==> src/design/rrtt_pkg.sv <==
// ----------------------------------------------------------------------------
// rrtt_pkg
// Types and constants shared by the task table block.
// ----------------------------------------------------------------------------
package rrtt_pkg;

    localparam int TASK_SLOTS_DEF = 16;
    localparam int RING_DEPTH_DEF = 32;
    localparam int EVENT_BITS_DEF = 64;
    localparam int IDENT_BITS_DEF = 16;

    localparam int CMD_W    = 3;
    localparam int STATUS_W = 3;
    localparam int TID_W    = 16;
    localparam int EXIT_W   = 32;
    localparam int SLOT_W   = 4;
    localparam int LIVE_W   = 5;
    localparam int EV_W     = 64;

    typedef enum logic [CMD_W-1:0] {
        CMD_SPAWN = 3'd0,
        CMD_YIELD = 3'd1,
        CMD_EXIT  = 3'd2,
        CMD_POST  = 3'd3,
        CMD_GET   = 3'd4,
        CMD_JOIN  = 3'd5
    } cmd_t;

    typedef enum logic [STATUS_W-1:0] {
        ST_OK        = 3'd0,
        ST_NOT_FOUND = 3'd1,
        ST_FULL      = 3'd2,
        ST_EMPTY     = 3'd3,
        ST_RUNNING   = 3'd4
    } status_t;

    typedef enum logic [2:0] {
        S_IDLE,
        S_SCAN,
        S_ACT,
        S_RDWAIT,
        S_DONE
    } state_t;

    // controller -> datapath
    typedef struct packed {
        logic load;     // capture request, clear scan
        logic scan;     // examine one slot
        logic act;      // apply the command
        logic rd_take;  // capture ring read data
    } ctrl_t;

    // datapath -> controller
    typedef struct packed {
        logic scan_done;
        logic rd_pending;
    } stat_t;

endpackage

==> src/design/rrtt_ctrl.sv <==
// ----------------------------------------------------------------------------
// rrtt_ctrl
// Command sequencer: load, slot scan, apply, optional ring read, deliver.
// ----------------------------------------------------------------------------
module rrtt_ctrl (
    input  logic           clk,
    input  logic           rst_n,
    input  logic           in_valid,
    output logic           in_ready,
    output logic           out_valid,
    input  logic           out_ready,
    input  rrtt_pkg::stat_t st,
    output rrtt_pkg::ctrl_t ctl
);
    import rrtt_pkg::*;

    state_t state_reg, state_next;

    always_ff @(posedge clk or negedge rst_n)
    begin
        if (!rst_n)
        begin
            state_reg <= S_IDLE;
        end
        else
        begin
            state_reg <= state_next;
        end
    end

    always_comb
    begin
        state_next = state_reg;
        unique case (state_reg)
            S_IDLE:   if (in_valid) state_next = S_SCAN;
            S_SCAN:   if (st.scan_done) state_next = S_ACT;
            S_ACT:    state_next = st.rd_pending ? S_RDWAIT : S_DONE;
            S_RDWAIT: state_next = S_DONE;
            S_DONE:   if (out_ready) state_next = S_IDLE;
            default:  state_next = S_IDLE;
        endcase
    end

    always_comb
    begin
        ctl       = '0;
        in_ready  = 1'b0;
        out_valid = 1'b0;
        unique case (state_reg)
            S_IDLE:
            begin
                in_ready = 1'b1;
                ctl.load = in_valid;
            end
            S_SCAN:   ctl.scan = 1'b1;
            S_ACT:    ctl.act = 1'b1;
            S_RDWAIT: ctl.rd_take = 1'b1;
            S_DONE:   out_valid = 1'b1;
            default: ;
        endcase
    end
endmodule

==> config.mk <==
export PLATFORM = sky130hd
export DESIGN_NAME = rrtt_ctrl
export DESIGN_NICKNAME = d
export VERILOG_FILES = /design/src/design/rrtt_pkg.sv /design/src/design/rrtt_ctrl.sv
export SDC_FILE = /design/constraint.sdc
export NUM_CORES = 1
export LEC_CHECK = 0
export BUFFER_PORTS_ARGS = -buffer_cell sky130_fd_sc_hd__buf_2
export CORE_AREA = 2 2 39 41
export DETAILED_ROUTE_END_ITERATION = 8
export DIE_AREA = 0 0 41 43
export GPL_ROUTABILITY_DRIVEN = 0
export PLACE_DENSITY = 0.35
export SLEW_MARGIN = 20
export SYNTH_ARGS = -nofsm -noshare
export SYNTH_HDL_FRONTEND = slang
export SYNTH_SLANG_ARGS = --single-unit
==> constraint.sdc <==
create_clock -name clk -period 1.1 [get_ports clk]
set_input_delay 0 -clock clk [delete_from_list [all_inputs] [get_ports clk]]
set_output_delay 0 -clock clk [all_outputs]
set_load 0.01 [all_outputs]
* Word level (Yosys, flattened, before mapping) *
Index checks and enable logic that the tools add are counted.

storage, ports and cells
  register bits = 3
  input port bits = 6
  output and inout port bits = 6

cells by class
  equality and inequality tests = 7
  muxes and demuxes = 11
  reductions and logical operators = 2

operators by type and width
  operator                                              number
  one-hot mux 3 bit (5 select lines)                    1
  two-way mux 3 bit                                     4
  equality test 3 x 2 -> 1 bit (second input constant)  2
  two-way mux 1 bit                                     6
  inequality test 2 bit (second input constant)         3
  equality test 3 x 1 -> 1 bit (second input constant)  1
  equality test 3 bit (second input constant)           1
  logical NOT 3 bit                                     1
  AND reduction 3 bit                                   1

* Depth between registers and ports, before layout *
  word-level depth = 3
  depth in mapped cells = 3

* Worst setup path after synthesis *
No wires, ideal clock.

  path type = register to register
  from = reg state_reg[0]
  to = reg state_reg[0]
  data arrival time = 0.850 ns
  data required time = 1.022 ns
  setup slack = 0.172 ns
  stages on the path, launching flop included = 4
  cell sequence = dfrtp_1 > nand2b_1 > a21o_1 > a21oi_1

between the ends
  word-level cells in the longest chain between the ends = 3
  elaborated cells on any way between the ends = 10
  classes of those cells = eq/ne (7); mux (1); reduce/logical (2)

RTL lines
  what                                                        RTL line         source
  start: declaration                                          rrtt_ctrl.sv:17  state_t state_reg, state_next;
  start signal: assignment                                    rrtt_ctrl.sv:27  state_reg <= state_next;
  equality test 3 x 1 -> 1 bit, or another cell as far along  rrtt_ctrl.sv:34  unique case (state_reg)
  inequality test 2 bit (no line)                             --
  AND reduction 3 bit (no line)                               --

Parallel ways exist; a longest one is shown, timed or not.
A chain may end at the register's enable or synchronous reset.

==> flow_summary_export.csv <==
group,metric,value,unit
final_layout,final_nets,52,
logic_synthesis,yosys.area_share.simple,39.1,%
logic_synthesis,synth_seq_cells,3,
final_layout,drive_above_1_share,66.7,%
floorplanning,die_y,43,um
sta,finalSetupViolCount,3,
logic_synthesis,avgSynthCellArea,9.00,sq um
logic_synthesis,synth_common_cells,"dfrtp_1, nor3_1",
worst_setup_path,cp-end-kind,"output port",
worst_setup_path,crit_buf_inv,1,
detailed_routing,drtPass1Iterations,2,
global_routing,grt_pass1_wl,931,um
logic_synthesis,synthXorXnorAreaFrac,0,%
floorplanning,die-area,1760,sq um
logic_synthesis,ys_types,13,
global_routing,grt_pass1_vias,226,
logic_synthesis,synthArstFlopShare,100,%
sta,max_freq,893,MHz
sta,hold_viol_final,0,
worst_setup_path,rr_startpoint,"state_reg[2]$_DFFE_PN0P_",
worst_setup_path,r2r_slack,-0.02,ns
detailed_routing,vias,238,
final_layout,syn_to_final_growth,104,%
logic_synthesis,synth.area.mux_share,0,%
power,ir_drop,661,uV
sta,max_slew_margin,87.2,%
clock_network,clkSinkCount,3,
logic_synthesis,yosys.area.top_type,"dfrtp_1",
place,dp_slack,0.100,ns
sta,fin_crit_sh,102,%
clock_network,cts_tree,"built",
floorplanning,die_w,41,um
min_path,hp-class,"in2reg",
floorplanning,rows,14,
logic_synthesis,yosys_warnings,0,
min_path,worstHoldStart,"out_ready",
final_layout,largest_reg_flops,3,
sta,fin_crit,1.12,ns
sta,finClkSkew,0.00123,ns
worst_setup_path,worst-setup-path-type,"reg2out",
logic_synthesis,synth_top_area_share,39.7,%
worst_setup_path,start_kind,"flip-flop",
detailed_routing,wl,545,um
logic_synthesis,synth_compound_area_share,17.2,%
worst_setup_path,path_cells,"or2b_1 > nor2_1 > buf_2",
run_status,violations,"negative setup slack",
place,io_buffers,11,
worst_setup_path,required,1.10,ns
worst_setup_path,cp_max_fo,5,
final_layout,fillers,157,
logic_synthesis,synth_top_family_by_area,"simple AND/OR/NAND/NOR gates",
clock_network,clk_latency,0.23,ns
min_path,min_to,"state_reg[2]$_DFFE_PN0P_",
clock_network,numCtsBuffers,3,
global_routing,grt_max_degree,7,
detailed_routing,drt_iter0_drc,1,
clock_network,cts_buffer_depth,2,
global_routing,track_usage,8.96,%
power,p_leak,0.207,nW
global_routing,gr-total-overflow,0,
logic_synthesis,synthAdderAreaFrac,0,%
global_routing,antenna_found_initial,0,
sta,slew_violations,0,
sta,rsz0062_at_grt,"yes",
floorplanning,start_util,13.7,%
floorplanning,ios,12,
worst_setup_path,slowest_delay,0.41,ns
logic_synthesis,synth_edf_count,0,
worst_setup_path,crit_path_top_delay_cell,"dfrtp_1",
clock_network,cts.clk_slew.worst_paths,0.03,ns
worst_setup_path,reg2reg_to,"state_reg[2]$_DFFE_PN0P_",
logic_synthesis,synthesis.nets,27,
detailed_routing,ant_nets,0,
run_status,run_status,"finished, violations left",
worst_setup_path,ff2ff_path_depth,4,
sta,tightest_slew,0.191,ns
logic_synthesis,ys_seq_area_share,39.7,%
floorplanning,coreArea,1380,sq um
worst_setup_path,cpLargestDelayFamily,"flip-flops",
detailed_routing,wl_per_cell,8.93,um
worst_setup_path,arrival,1.12,ns
detailed_routing,drc,0,
sta,setup_slack,-0.0195,ns
job,drv_cap,0,
final_layout,antennaDiodeCount,0,
logic_synthesis,synth_ff_type,"dfrtp_1",
min_path,hold_path_depth,3,
detailed_routing,avgViaCountPerCell,3.90,
clock_network,h-tree-depth,1,
clock_network,cts_root_buffer,"clkbuf_4",
logic_synthesis,yosys-top-cells-area,"dfrtp_1, nor3_1, o2bb2ai_2, nand2b_1, nor3b_2",
logic_synthesis,synth_cells,21,
logic_synthesis,syn_area,189,sq um
power,power_density,2650,nW/um^2
sta,whs,0.0287,ns
## placed cells by master, fill, tap and decap left out
master         synthesis  final
nand3b_1               1      1
buf_2                  0     11
o2bb2ai_2              1      1
and2b_1                1      1
nand2_1                1      1
dfrtp_2                0      2
a21o_1                 1      1
a21oi_1                2      2
dfrtp_1                3      1
nand2b_4               0      1
nor2_1                 2      2
nand2b_1               2      1
clkbuf_1               0      1
clkbuf_4               0      3
buf_4                  0      8
nor3_2                 0      3
nor3b_2                1      1
inv_1                  2      2
or2b_1                 1      1
dlygate4sd3_1          0      1
## through the flow
step           TNS, ns  util [%]  std cells  instance area (sq um)  total power, mW
3_5_place_dp         0      19.1         48                    264            0.585
5_1_grt         -0.498      27.8         61                    385             1.11
6_report       -0.0525      27.8         61                    385             1.02
4_1_cts        -0.0486      27.3         60                    378             1.00
3_3_place_gp         0      19.1         48                    264            0.587
2_1_floorplan        0         -         21                    189            0.452
## kinds of logic (layout without fill, tap and decap cells)
logic type / Yosys count / in the layout
buffers and inverters: 2 / 26
AOI/OAI and AO/OA: 4 / 4
DFF: 3 / 3
and+or+nand+nor: 12 / 12
## timing repair
action,CTS,global route
hold endpoints to repair,3,0
hold buffers,1,0
setup buffers,7,1
gates resized for setup,6,0
endpoints found under the setup margin,4,6
## power breakdown
| group | total, mW | switching (mW) | internal [mW] |
|---|---|---|---|
| sequential | 0.231 | 0.0679 | 0.163 |
| clock | 0.189 | 0.0532 | 0.136 |
| combinational | 0.601 | 0.255 | 0.346 |
## final cells by class
class	instances	area (sq um)	share of cell area, %
inverter	2	7.51	1.95
timing repair buffer	20	125	32.5
sequential	3	77.6	20.1
tap	16	20.0	5.19
multi-input combinational	16	129	33.4
clock buffer	4	26.3	6.82
## tightest hold or removal path, delay by kind of cell
family	cells	cell delay (ns)
AO/OA/AOI/OAI	1	0.10
buffers and inverters	2	0.11
## metal layers
layer  share of wire (%)  global-route usage (%)
met5                   0                       0
met1                  35                    6.49
met3                 5.9                    7.85
met4                   0                    6.00
met2                  59                    14.1
## how the worst max path moves through the flow
stage	start	endpoint	slack (ns)	depth (start not counted)
6_report	state_reg[2]$_DFFE_PN0P_	ctl[0]	-0.02	3
3_5_place_dp	state_reg[0]$_DFFE_PN0P_	state_reg[1]$_DFFE_PN0P_	0.10	3
5_1_grt	state_reg[2]$_DFFE_PN0P_	ctl[1]	-0.09	3
3_3_place_gp	state_reg[0]$_DFFE_PN0P_	state_reg[0]$_DFFE_PN0P_	0.09	3
2_1_floorplan	state_reg[0]$_DFFE_PN0P_	state_reg[0]$_DFFE_PN0P_	0.17	3
4_1_cts	state_reg[2]$_DFFE_PN0P_	ctl[0]	-0.02	3
No activity file was read; power rests on OpenSTA's default activity.
